==> src/design/lfpd_pkg.sv <==
// Shared types, constants and helpers for the line-follow PD steering block.
package lfpd_pkg;

  localparam int SENSOR_COUNT = 8;

  // Error is kept in units of 1/ERR_SCALE of a sensor pitch.
  localparam int ERR_SCALE = 840;
  localparam int LOST_ERR  = 4200;
  localparam int TURN_DIV  = ERR_SCALE * 256;

  localparam int ERR_W    = 14;
  localparam int DELTA_W  = 15;
  localparam int GAIN_W   = 16;
  localparam int SPEED_W  = 12;
  localparam int DRIVE_W  = 13;
  localparam int SUM_W    = 14;
  localparam int CFG_W    = 16;
  localparam int CFG_IDX_W = 3;
  localparam int RECIP_W  = 11;
  localparam int CNT_W    = 4;

  // Shared arithmetic unit widths.
  localparam int MUL_B_W   = GAIN_W + 1;
  localparam int ACC_W     = 40;
  localparam int QUO_W     = 12;

  // TURN_DIV is 105 << 11: shift off the power of two, then multiply by
  // ceil(2^26 / 105) and keep the bits above 2^26. Exact for magnitudes below 2^30.
  localparam int DIV_PRE   = 11;
  localparam int DIV_ODD   = TURN_DIV >> DIV_PRE;
  localparam int RCP_SHIFT = 26;
  localparam int MAG_W     = 30 - DIV_PRE;
  localparam int MUL_X_W   = MAG_W + 1;
  localparam int MUL_Y_W   = 21;
  localparam logic [MUL_Y_W-1:0] RCP_MUL = MUL_Y_W'((2 ** RCP_SHIFT + DIV_ODD - 1) / DIV_ODD);

  // Register indexes.
  localparam logic [CFG_IDX_W-1:0] REG_CRUISE      = 3'd0;
  localparam logic [CFG_IDX_W-1:0] REG_DRIVE_LIMIT = 3'd1;
  localparam logic [CFG_IDX_W-1:0] REG_PROP_GAIN   = 3'd2;
  localparam logic [CFG_IDX_W-1:0] REG_DERIV_GAIN  = 3'd3;
  localparam logic [CFG_IDX_W-1:0] REG_POLARITY    = 3'd4;

  localparam logic [SPEED_W-1:0] CRUISE_RST      = 12'd300;
  localparam logic [SPEED_W-1:0] DRIVE_LIMIT_RST = 12'd1000;
  localparam logic [GAIN_W-1:0]  PROP_GAIN_RST   = 16'd7680;
  localparam logic [GAIN_W-1:0]  DERIV_GAIN_RST  = 16'd2560;

  typedef logic signed [ERR_W-1:0]   err_t;
  typedef logic signed [DRIVE_W-1:0] drive_t;

  typedef enum logic [2:0] {
    ALU_NOP = 3'd0,
    ALU_MUL = 3'd1,
    ALU_MAC = 3'd2,
    ALU_ABS = 3'd3,
    ALU_RCP = 3'd4
  } alu_op_t;

  typedef struct packed {
    alu_op_t                     op;
    logic signed [DELTA_W-1:0]   mul_a;
    logic signed [MUL_B_W-1:0]   mul_b;
  } alu_ctl_t;

  // ERR_SCALE divided by the number of active sensors.
  function automatic logic [RECIP_W-1:0] scale_recip(input logic [CNT_W-1:0] count);
    logic [RECIP_W-1:0] r;
    case (count)
      4'd1:    r = 11'd840;
      4'd2:    r = 11'd420;
      4'd3:    r = 11'd280;
      4'd4:    r = 11'd210;
      4'd5:    r = 11'd168;
      4'd6:    r = 11'd140;
      4'd7:    r = 11'd120;
      4'd8:    r = 11'd105;
      default: r = 11'd0;
    endcase
    return r;
  endfunction

endpackage

==> src/design/lfpd_alu.sv <==
// Shared arithmetic unit: multiply, multiply-accumulate, magnitude and reciprocal divide.
module lfpd_alu (
  input  logic                              clk,
  input  lfpd_pkg::alu_ctl_t                ctl,
  output logic [lfpd_pkg::QUO_W-1:0]        quo,
  output logic                              neg
);
  import lfpd_pkg::*;

  logic signed [ACC_W-1:0]           acc;
  logic signed [ACC_W-1:0]           prod;
  logic signed [ACC_W-1:0]           mag;
  logic [MAG_W-1:0]                  mag_q;
  logic signed [MUL_X_W-1:0]         mul_x;
  logic signed [MUL_Y_W-1:0]         mul_y;
  logic signed [MUL_X_W+MUL_Y_W-1:0] full;

  // one multiplier: PD products, or the shifted magnitude times the reciprocal
  always_comb begin
    if (ctl.op == ALU_RCP) begin
      mul_x = $signed({1'b0, mag_q});
      mul_y = $signed(RCP_MUL);
    end else begin
      mul_x = MUL_X_W'(ctl.mul_a);
      mul_y = MUL_Y_W'(ctl.mul_b);
    end
  end

  assign full = mul_x * mul_y;
  assign prod = full[ACC_W-1:0];
  assign mag  = (acc < 0) ? -acc : acc;
  assign quo  = acc[RCP_SHIFT +: QUO_W];

  always_ff @(posedge clk) begin
    case (ctl.op)
      ALU_MUL: begin
        acc <= prod;
      end
      ALU_MAC: begin
        acc <= acc + prod;
      end
      ALU_ABS: begin
        neg   <= acc[ACC_W-1];
        mag_q <= mag[DIV_PRE +: MAG_W];
      end
      ALU_RCP: begin
        acc <= prod;
      end
      default: begin
      end
    endcase
  end

endmodule

==> config.mk <==
export PLATFORM = sky130hd
export DESIGN_NAME = lfpd_alu
export DESIGN_NICKNAME = d
export VERILOG_FILES = /design/src/design/lfpd_pkg.sv /design/src/design/lfpd_alu.sv
export SDC_FILE = /design/constraint.sdc
export NUM_CORES = 1
export LEC_CHECK = 0
export ABC_CLOCK_PERIOD_IN_PS = 10160
export BUFFER_PORTS_ARGS = -buffer_cell sky130_fd_sc_hd__buf_2
export CORE_MARGIN = 8
export CORE_UTILIZATION = 40
export DETAILED_ROUTE_END_ITERATION = 8
export PLACE_DENSITY = 0.65
export SLEW_MARGIN = 20
export SYNTH_ARGS = -nofsm -noshare
export SYNTH_HDL_FRONTEND = slang
export SYNTH_SLANG_ARGS = --single-unit
export TNS_END_PERCENT = 100
==> constraint.sdc <==
create_clock -name clk -period 10.16 [get_ports clk]
set_clock_uncertainty 0.05 [all_clocks]
set_input_delay 1.016 -clock clk [delete_from_list [all_inputs] [get_ports clk]]
set_output_delay 1.016 -clock clk [all_outputs]
set_load 0.005 [all_outputs]
==> qor.csv <==
metric;value;unit
first_iter_violations;1301;
worstHoldEndpoint;mag_q[13];
worstPathRequired;10.20;ns
synth_cell_types;62;
routed-via-count;16157;
die-area;0.0572;mm^2
instances_no_fill;3176;
syn_to_final_growth;21.2;%
status;finished, final reports clean;
start_kind;input port;
grt_pass1_wl;94900;um
synthFlopType;edfxtp_1;
hold_viol;0;
wl_per_cell;18.4;um
antenna_found_initial;0;
h-tree-depth;3;
gp_congestion;0.973;
overflow;0;
clkSinkCount;60;
die_x;239;um
drv_slew;0;
r2r_end;acc[39];
async_reset_ff_frac;0;
clk_pin_slew_worst_paths;0.05;ns
cpPeakStageDelay;0.58;ns
drive_gt1_frac;0.199;
synth_area_leaders;fa_1 43%, inv_1 10%, ha_1 9.3%, edfxtp_1 9.0%, nand2_1 3.3%;
synth_cells;2202;
routed_wl;58300;um
cts_tree;built;
syn-cell-area;0.0199;mm^2
ant_nets;0;
place_worst_setup_slack;-0.662;ns
yosysSeqAreaShare;0.0904;
ys_ff_latch;60;
drv_cap;0;
yosys.area.top_type_share;0.426;
worst_pin_slew;1.02;ns
layout_min_cycle_time;9.99;ns
rsz0062_at_grt;yes;
endpoint_kind;register;
grt_max_degree;44;
drtPass1Iterations;5;
fp-row-count;82;
fin_area;0.0241;mm^2
max-slew-margin-rel;0.322;
critPathKind;input port to register;
cts_buffers;9;
avgSynthCellArea;9.05;um^2
grtUsageTotal;0.210;
dpl-instance-area;0.0232;mm^2
dp_cells;3137;
clock_latency;0.35;ns
min_period_over_period;0.983;
via_per_inst;5.09;
critPathMostFrequentCell;fa_1;
synth_area_leader_cell;fa_1;
grt_pass1_vias;17664;
floorplan.initialDensity;0.401;
multi_input_area;0.0163;mm^2
ff_latch_area;0.00180;mm^2
setup_violations;0;
r2r_setup_slack;1.05;ns
cp_max_fo;14;
drc;0;
holdBufCountCts;0;
min_from;acc[24];
yosys_warnings;0;
slowest_stage;fa_1;
holdPathStages;1;
reg2regPathDepth;36;
syn_nets;2810;
die_y;239;um
fillers;4647;
num_io_pins;49;
final_nets;3107;
setup_ws;0.173;ns
clockBufferDepth;2;
io_buffers;48;
root_buffer;clkbuf_16;
cp.arrival;10.03;ns
fmax;0.100;GHz
core;0.0497;mm^2
min_path_type;register to register;
synth_edf_count;60;
antenna_cells;0;
dp_hpwl;50500;um
r2r-start;mag_q[8];
[routing by layer]
layer  part of all wire  GRT usage
met2               0.46      0.337
met3              0.064     0.0238
met4              0.044     0.0897
met5                  0          0
met1               0.43      0.285
[synth_stat cells, types with 24 or more instances]
master    number
clkbuf_1      72
inv_1        531
xnor2_1       71
o21ai_0       72
edfxtp_1      60
nand2_1      174
and3_1       104
nor2_1       171
a21o_1        27
nand3_1       24
ha_1         148
fa_1         424
a21oi_1       75
[worst max path at each step]
| stage | cells past startpoint | end | start |
|---|---|---|---|
| 6_report | 38 | acc[39] | ctl[32] |
| 5_1_grt | 38 | acc[39] | ctl[32] |
| 4_1_cts | 39 | acc[39] | ctl[32] |
| 3_5_place_dp | 39 | acc[39] | ctl[32] |
| 3_3_place_gp | 38 | acc[39] | ctl[32] |
| 2_1_floorplan | 40 | acc[39] | ctl[33] |
[through the flow]
step           hold slack [ns]  utilization  setup TNS (ns)
3_5_place_dp             0.557        0.467           -3.14
6_report                 0.573        0.486               0
5_1_grt                  0.596        0.486          -0.392
4_1_cts                  0.576        0.477         -0.0437
2_1_floorplan            0.424            -               0
3_3_place_gp             0.541        0.467           -3.22
[flip-flops by register name, summed over array words and instances, names as in the netlist]
signal,cells
neg,1
mag_q,19
acc,40
[cells by family after synthesis]
group / Yosys count / synth area share
XOR/XNOR: 93 / 0.0409
AO/OA/AOI/OAI: 275 / 0.0868
adder cells (fa/ha/maj): 572 / 0.519
multiplexers: 17 / 0.00892
AND/OR/NAND/NOR: 569 / 0.136
buffers and inverters: 616 / 0.118
flip-flops: 60 / 0.0904
[final cells by class]
cell class | instances | area share
Sequential cell | 60 | 0.0746
Clock inverter | 7 | 0.00477
Timing Repair Buffer | 371 | 0.117
Clock buffer | 9 | 0.00933
Tap cell | 672 | 0.0348
Multi-Input combinational cell | 1526 | 0.677
Inverter | 531 | 0.0825
[critical path, delay by kind of cell]
family | cells | cell delay (ns)
adder cells (fa/ha/maj) | 9 | 4.01
multiplexers | 1 | 0.13
buffers and inverters | 7 | 0.88
AND/OR/NAND/NOR | 9 | 1.88
XOR/XNOR | 2 | 0.25
AO/OA/AOI/OAI | 10 | 1.82
[layout by cell type (no fill, tap or decap), types with 5 or more instances in the layout]
cell	count
fa_1	413
buf_12	8
a21o_1	26
mux2_2	6
fa_2	11
nand4_1	6
buf_2	48
o31ai_1	11
o21ai_0	62
nand3_1	23
o2111ai_1	6
o211ai_1	9
ha_1	134
ha_4	14
mux2i_1	7
and3_1	104
o21a_1	17
a21oi_2	11
and2_1	10
o21bai_1	6
nand2_1	171
o21ai_1	6
or2_2	8
a211oi_1	8
a21oi_1	63
nor3_1	10
buf_4	311
nor2b_1	5
xor2_1	22
inv_1	530
clkbuf_16	11
xnor2_1	68
edfxtp_1	60
nand2b_1	16
nor2_1	171
[what timing repair did]
action | CTS | global route
resized for setup | 16 | 69
buffers inserted | 8 | 13
endpoints found under the setup margin | 3 | 13
pin swaps | 7 | 27
cloned | 0 | 2
Power is not shown: default switching activity piles up to over one toggle a cycle in this logic, so the estimate is an artifact.
