$ cat config.mk
export PLATFORM = sky130hd
export DESIGN_NAME = lfpd_err
export DESIGN_NICKNAME = d
export VERILOG_FILES = /design/src/design/lfpd_pkg.sv /design/src/design/lfpd_err.sv
export SDC_FILE = /design/constraint.sdc
export NUM_CORES = 1
export LEC_CHECK = 0
export ABC_AREA = 1
export BUFFER_PORTS_ARGS = -buffer_cell sky130_fd_sc_hd__buf_2
export CAP_MARGIN = 20
export CORE_ASPECT_RATIO = 0.9
export CORE_MARGIN = 2
export CORE_UTILIZATION = 25
export DETAILED_ROUTE_END_ITERATION = 12
export GPL_TIMING_DRIVEN = 0
export PLACE_DENSITY_LB_ADDON = 0.05
export SKIP_LAST_GASP = 1
export SLEW_MARGIN = 20
export SYNTH_ARGS = -nofsm -noshare
export SYNTH_HDL_FRONTEND = slang
export SYNTH_SLANG_ARGS = --single-unit
$ cat constraint.sdc
create_clock -name vclk -period 22.1
set_input_delay 2.21 -clock vclk [all_inputs]
set_output_delay 2.21 -clock vclk [all_outputs]
set_load 0.05 [all_outputs]
$ cat src/design/lfpd_pkg.sv
// Shared types, constants and helpers for the line-follow PD steering block.
package lfpd_pkg;

  localparam int SENSOR_COUNT = 8;

  // Error is kept in units of 1/ERR_SCALE of a sensor pitch.
  localparam int ERR_SCALE = 840;
  localparam int LOST_ERR  = 4200;
  localparam int TURN_DIV  = ERR_SCALE * 256;

  localparam int ERR_W    = 14;
  localparam int DELTA_W  = 15;
  localparam int GAIN_W   = 16;
  localparam int SPEED_W  = 12;
  localparam int DRIVE_W  = 13;
  localparam int SUM_W    = 14;
  localparam int CFG_W    = 16;
  localparam int CFG_IDX_W = 3;
  localparam int RECIP_W  = 11;
  localparam int CNT_W    = 4;

  // Shared arithmetic unit widths.
  localparam int MUL_B_W   = GAIN_W + 1;
  localparam int ACC_W     = 40;
  localparam int QUO_W     = 12;

  // TURN_DIV is 105 << 11: shift off the power of two, then multiply by
  // ceil(2^26 / 105) and keep the bits above 2^26. Exact for magnitudes below 2^30.
  localparam int DIV_PRE   = 11;
  localparam int DIV_ODD   = TURN_DIV >> DIV_PRE;
  localparam int RCP_SHIFT = 26;
  localparam int MAG_W     = 30 - DIV_PRE;
  localparam int MUL_X_W   = MAG_W + 1;
  localparam int MUL_Y_W   = 21;
  localparam logic [MUL_Y_W-1:0] RCP_MUL = MUL_Y_W'((2 ** RCP_SHIFT + DIV_ODD - 1) / DIV_ODD);

  // Register indexes.
  localparam logic [CFG_IDX_W-1:0] REG_CRUISE      = 3'd0;
  localparam logic [CFG_IDX_W-1:0] REG_DRIVE_LIMIT = 3'd1;
  localparam logic [CFG_IDX_W-1:0] REG_PROP_GAIN   = 3'd2;
  localparam logic [CFG_IDX_W-1:0] REG_DERIV_GAIN  = 3'd3;
  localparam logic [CFG_IDX_W-1:0] REG_POLARITY    = 3'd4;

  localparam logic [SPEED_W-1:0] CRUISE_RST      = 12'd300;
  localparam logic [SPEED_W-1:0] DRIVE_LIMIT_RST = 12'd1000;
  localparam logic [GAIN_W-1:0]  PROP_GAIN_RST   = 16'd7680;
  localparam logic [GAIN_W-1:0]  DERIV_GAIN_RST  = 16'd2560;

  typedef logic signed [ERR_W-1:0]   err_t;
  typedef logic signed [DRIVE_W-1:0] drive_t;

  typedef enum logic [2:0] {
    ALU_NOP = 3'd0,
    ALU_MUL = 3'd1,
    ALU_MAC = 3'd2,
    ALU_ABS = 3'd3,
    ALU_RCP = 3'd4
  } alu_op_t;

  typedef struct packed {
    alu_op_t                     op;
    logic signed [DELTA_W-1:0]   mul_a;
    logic signed [MUL_B_W-1:0]   mul_b;
  } alu_ctl_t;

  // ERR_SCALE divided by the number of active sensors.
  function automatic logic [RECIP_W-1:0] scale_recip(input logic [CNT_W-1:0] count);
    logic [RECIP_W-1:0] r;
    case (count)
      4'd1:    r = 11'd840;
      4'd2:    r = 11'd420;
      4'd3:    r = 11'd280;
      4'd4:    r = 11'd210;
      4'd5:    r = 11'd168;
      4'd6:    r = 11'd140;
      4'd7:    r = 11'd120;
      4'd8:    r = 11'd105;
      default: r = 11'd0;
    endcase
    return r;
  endfunction

endpackage

$ cat src/design/lfpd_err.sv
// Position error from one sensor sample: weighted centroid or lost-line fallback.
module lfpd_err #(
  parameter int SENSOR_COUNT = lfpd_pkg::SENSOR_COUNT
) (
  input  logic [SENSOR_COUNT-1:0] bits,
  input  logic                    polarity,
  input  lfpd_pkg::err_t          prev_error,
  output lfpd_pkg::err_t          err,
  output logic                    lost
);
  import lfpd_pkg::*;

  localparam int HALF   = SENSOR_COUNT / 2;
  localparam int WSUM_W = $clog2(SENSOR_COUNT * SENSOR_COUNT) + 1;
  localparam int CW     = $clog2(SENSOR_COUNT + 1);
  localparam int PROD_W = WSUM_W + RECIP_W + 1;

  logic [SENSOR_COUNT-1:0]    active;
  logic [CW-1:0]              count;
  logic signed [WSUM_W-1:0]   wsum;
  logic [RECIP_W-1:0]         recip;
  logic signed [PROD_W-1:0]   prod;

  assign active = polarity ? bits : ~bits;

  always_comb begin
    count = '0;
    wsum  = '0;
    for (int i = 0; i < SENSOR_COUNT; i++) begin
      if (active[i]) begin
        count = count + CW'(1);
        wsum  = wsum + ((i < HALF) ? WSUM_W'(i - HALF) : WSUM_W'(i - HALF + 1));
      end
    end
  end

  assign recip = scale_recip(CNT_W'(count));
  assign prod  = wsum * $signed({1'b0, recip});
  assign lost  = (count == '0);

  always_comb begin
    if (!lost) begin
      err = prod[ERR_W-1:0];
    end else if (prev_error > 0) begin
      err = ERR_W'(LOST_ERR);
    end else if (prev_error < 0) begin
      err = -ERR_W'(LOST_ERR);
    end else begin
      err = '0;
    end
  end

endmodule

==> impl_table.tex <==
\begin{tabular}{lr}
\hline
Metric & Value \\
\hline
\multicolumn{2}{l}{\textbf{Outcome}} \\
\quad Outcome & complete, no violations \\
\multicolumn{2}{l}{\textbf{Route}} \\
\quad Overall routed net length & 10000 um \\
\quad Pre-antenna DRT Iters & 5 \\
\quad Via count normalized by instance count & 4.22 \\
\quad Detailed-route DRC error count & 0 \\
\quad Via count & 3611 \\
\quad Violation count after the first detailed-route iteration & 137 \\
\quad Antenna Nets Post-Route & 0 \\
\quad Mean routed wirelength per cell & 11.7 um \\
\multicolumn{2}{l}{\textbf{Placement}} \\
\quad Number of buffers inserted by port buffering & 37 \\
\quad DPL Wire Length & 9040 um \\
\quad Placed cell count & 856 \\
\quad Cell area after placement & 0.00428 mm2 \\
\quad Last weighted congestion value of the routability-driven placer & 0.810 \\
\multicolumn{2}{l}{\textbf{Cells and area}} \\
\quad Number of fill cells in the layout & 1676 \\
\quad Area of all sequential standard cells & 0 um2 \\
\quad Final standard cell area without fillers & 0.00428 mm2 \\
\quad Total number of sequential cells & 0 \\
\quad Final standard cell count with taps included and fillers excluded & 856 \\
\quad Clkbuf count & 0 \\
\quad Diode insertion count for antenna repair & 0 \\
\quad Share of cells above drive strength 1 & 15.8\% \\
\quad Final layout net count & 768 \\
\quad Area growth syn-to-layout & 11.3\% \\
\multicolumn{2}{l}{\textbf{GRT}} \\
\quad Global route overflow & 0 \\
\quad Number of antenna violations at the first check in global routing & 0 \\
\quad GRT Util Overall & 13.0\% \\
\quad Number of global-route vias before repair & 3636 \\
\quad Wire length of the first global-routing pass & 17600 um \\
\quad Largest net degree at the start of global routing & 11 \\
\multicolumn{2}{l}{\textbf{Critical path}} \\
\quad Worst setup path category & in2out \\
\quad Critical path peak fanout & 8 \\
\quad Most used cell, CP & nand2\_1 \\
\quad Required time of the worst setup path & 19.89 ns \\
\quad Worst path bufs/invs & 12 \\
\quad Worst endpoint data arrival time & 11.76 ns \\
\quad CP Launch Type & input pin \\
\quad Type of element capturing the critical path & primary output \\
\quad Cell class contributing the biggest share of worst-path delay & adder cells \\
\quad Maximum single-stage delay on the critical path & 0.64 ns \\
\quad Master of the slowest instance on the critical path & a31oi\_1 \\
\multicolumn{2}{l}{\textbf{Floorplan}} \\
\quad Width of the chip & 135 um \\
\quad Vertical extent of the die & 122 um \\
\quad Cell Rows & 42 \\
\quad Core Footprint & 0.0149 mm2 \\
\quad Starting density of the core & 25.9\% \\
\quad Die footprint & 0.0164 mm2 \\
\quad Top Ports & 38 \\
\multicolumn{2}{l}{\textbf{STA}} \\
\quad Final worst path period need & 13.97 ns \\
\quad Aggregate negative setup slack & 0 ns \\
\quad Setup repair after global routing missed its margin & no \\
\quad Fmax & 0.0716 GHz \\
\quad Max Transition Viols Final & 0 \\
\quad Pin slew with the least headroom to its limit & 0.950 ns \\
\quad Slew Limit Headroom & 36.4\% \\
\quad Final number of hold-violating endpoints & 0 \\
\quad Final critical-path share of the clock period & 63.2\% \\
\quad Total setup violations reported at the end of the flow & 0 \\
\multicolumn{2}{l}{\textbf{Yosys}} \\
\quad Post-synth design cell area & 0.00384 mm2 \\
\quad Mean area per synthesized cell & 6.19 um2 \\
\quad Synthesized instance count & 621 \\
\quad Warnings from Yosys & 0 \\
\quad Distinct cells, synth & 35 \\
\quad Post-synthesis net count & 729 \\
\quad Sequential element share of the synthesized area & 0\% \\
\multicolumn{2}{l}{\textbf{CTS}} \\
\quad Number of instances resized during post-cts repair & 0 \\
\quad Hold bufs inserted after CTS & 0 \\
\quad Total setup buffers inserted after CTS & 0 \\
\multicolumn{2}{l}{\textbf{Job}} \\
\quad Max-cap violations & 0 \\
\multicolumn{2}{l}{\textbf{Min path}} \\
\quad Classification of the worst-slack hold path & in2out \\
\hline
\end{tabular}
==> logic make-up after synthesis <==
| logic type | synth area share [%] |
|---|---|
| and+or+nand+nor | 41.9 |
| buffers and inverters | 15.5 |
| AOI/OAI and AO/OA | 4.62 |
| adders and majority gates | 35.3 |
| xor gates and xnor gates | 2.73 |
==> layout by cell type, fill, tap and decap left out, types with 7 or more instances in the layout <==
cell | netlist | routed
nand2_1 | 145 | 145
inv_1 | 139 | 139
nor2_1 | 80 | 80
nand3_1 | 47 | 47
ha_1 | 46 | 46
fa_1 | 39 | 39
buf_2 | 1 | 38
nand2_2 | 31 | 31
o21ai_0 | 14 | 14
a21oi_1 | 11 | 11
nand2_4 | 9 | 9
xor2_1 | 8 | 8
nor2_2 | 7 | 7
==> area by class of cell <==
class                           instances  area, um2  area share [%]
Buffer                                  4       47.5            1.11
Multi-Input combinational cell        473       3250            76.0
Tap cell                              198        248            5.79
Inverter                              144        548            12.8
Timing Repair Buffer                   37        185            4.33
==> Yosys cell counts <==
cell type  number  area share (%)
a211oi_1        1            0.20
a21boi_2        1            0.29
a21oi_1        11             1.4
a31oi_1         1            0.16
buf_12          1            0.52
buf_2           1            0.13
buf_6           2            0.59
fa_1           39              20
ha_1           46              15
inv_1         139              14
inv_2           3            0.29
inv_4           1            0.16
inv_6           1            0.23
nand2_1       145              14
nand2_2        31             5.0
nand2_4         9             2.6
nand3_1        47             6.1
nand3_2         3            0.78
nand3_4         1            0.46
nand3b_1        2            0.39
nand4_1         3            0.49
nor2_1         80             7.8
nor2_2          7             1.1
nor2_4          3            0.88
nor3_1          2            0.26
nor3_2          1            0.26
nor4_1          2            0.33
o21ai_0        14             1.8
o21ai_1         4            0.52
o31ai_1         1            0.20
or2_0           1            0.16
or2_1           4            0.65
or2_2           2            0.33
xnor2_1         4            0.91
xor2_1          8             1.8
==> routing by layer <==
layer | vias up | wire length (um) | GRT usage, %
met5 | - | 0 | 0
met4 | 0 | 17 | 0.132
met3 | 2 | 366 | 0.874
met2 | 45 | 3870 | 19.6
met1 | 1619 | 5790 | 21.0
li1 | 1945 | - | -
==> metrics by stage <==
stage	worst slack (ns)	hold slack, ns	utilization (%)
after CTS	8.17	4.93	28.8
after detailed placement	8.19	4.93	28.8
after global placement	8.32	4.93	28.8
after global routing	7.20	4.98	28.8
after floorplan	9.26	4.83	-
final	8.13	4.92	28.8
==> worst paths after layout <==
check,startpoint,end,slack (ns),cells after the start
worst max-delay path,polarity,err[13],8.13,56
worst min-delay path,prev_error[3],err[3],4.92,4
Power is left out: the tool's default activity adds up to more than one toggle a clock period on the data nets, which glitch-free logic cannot reach.
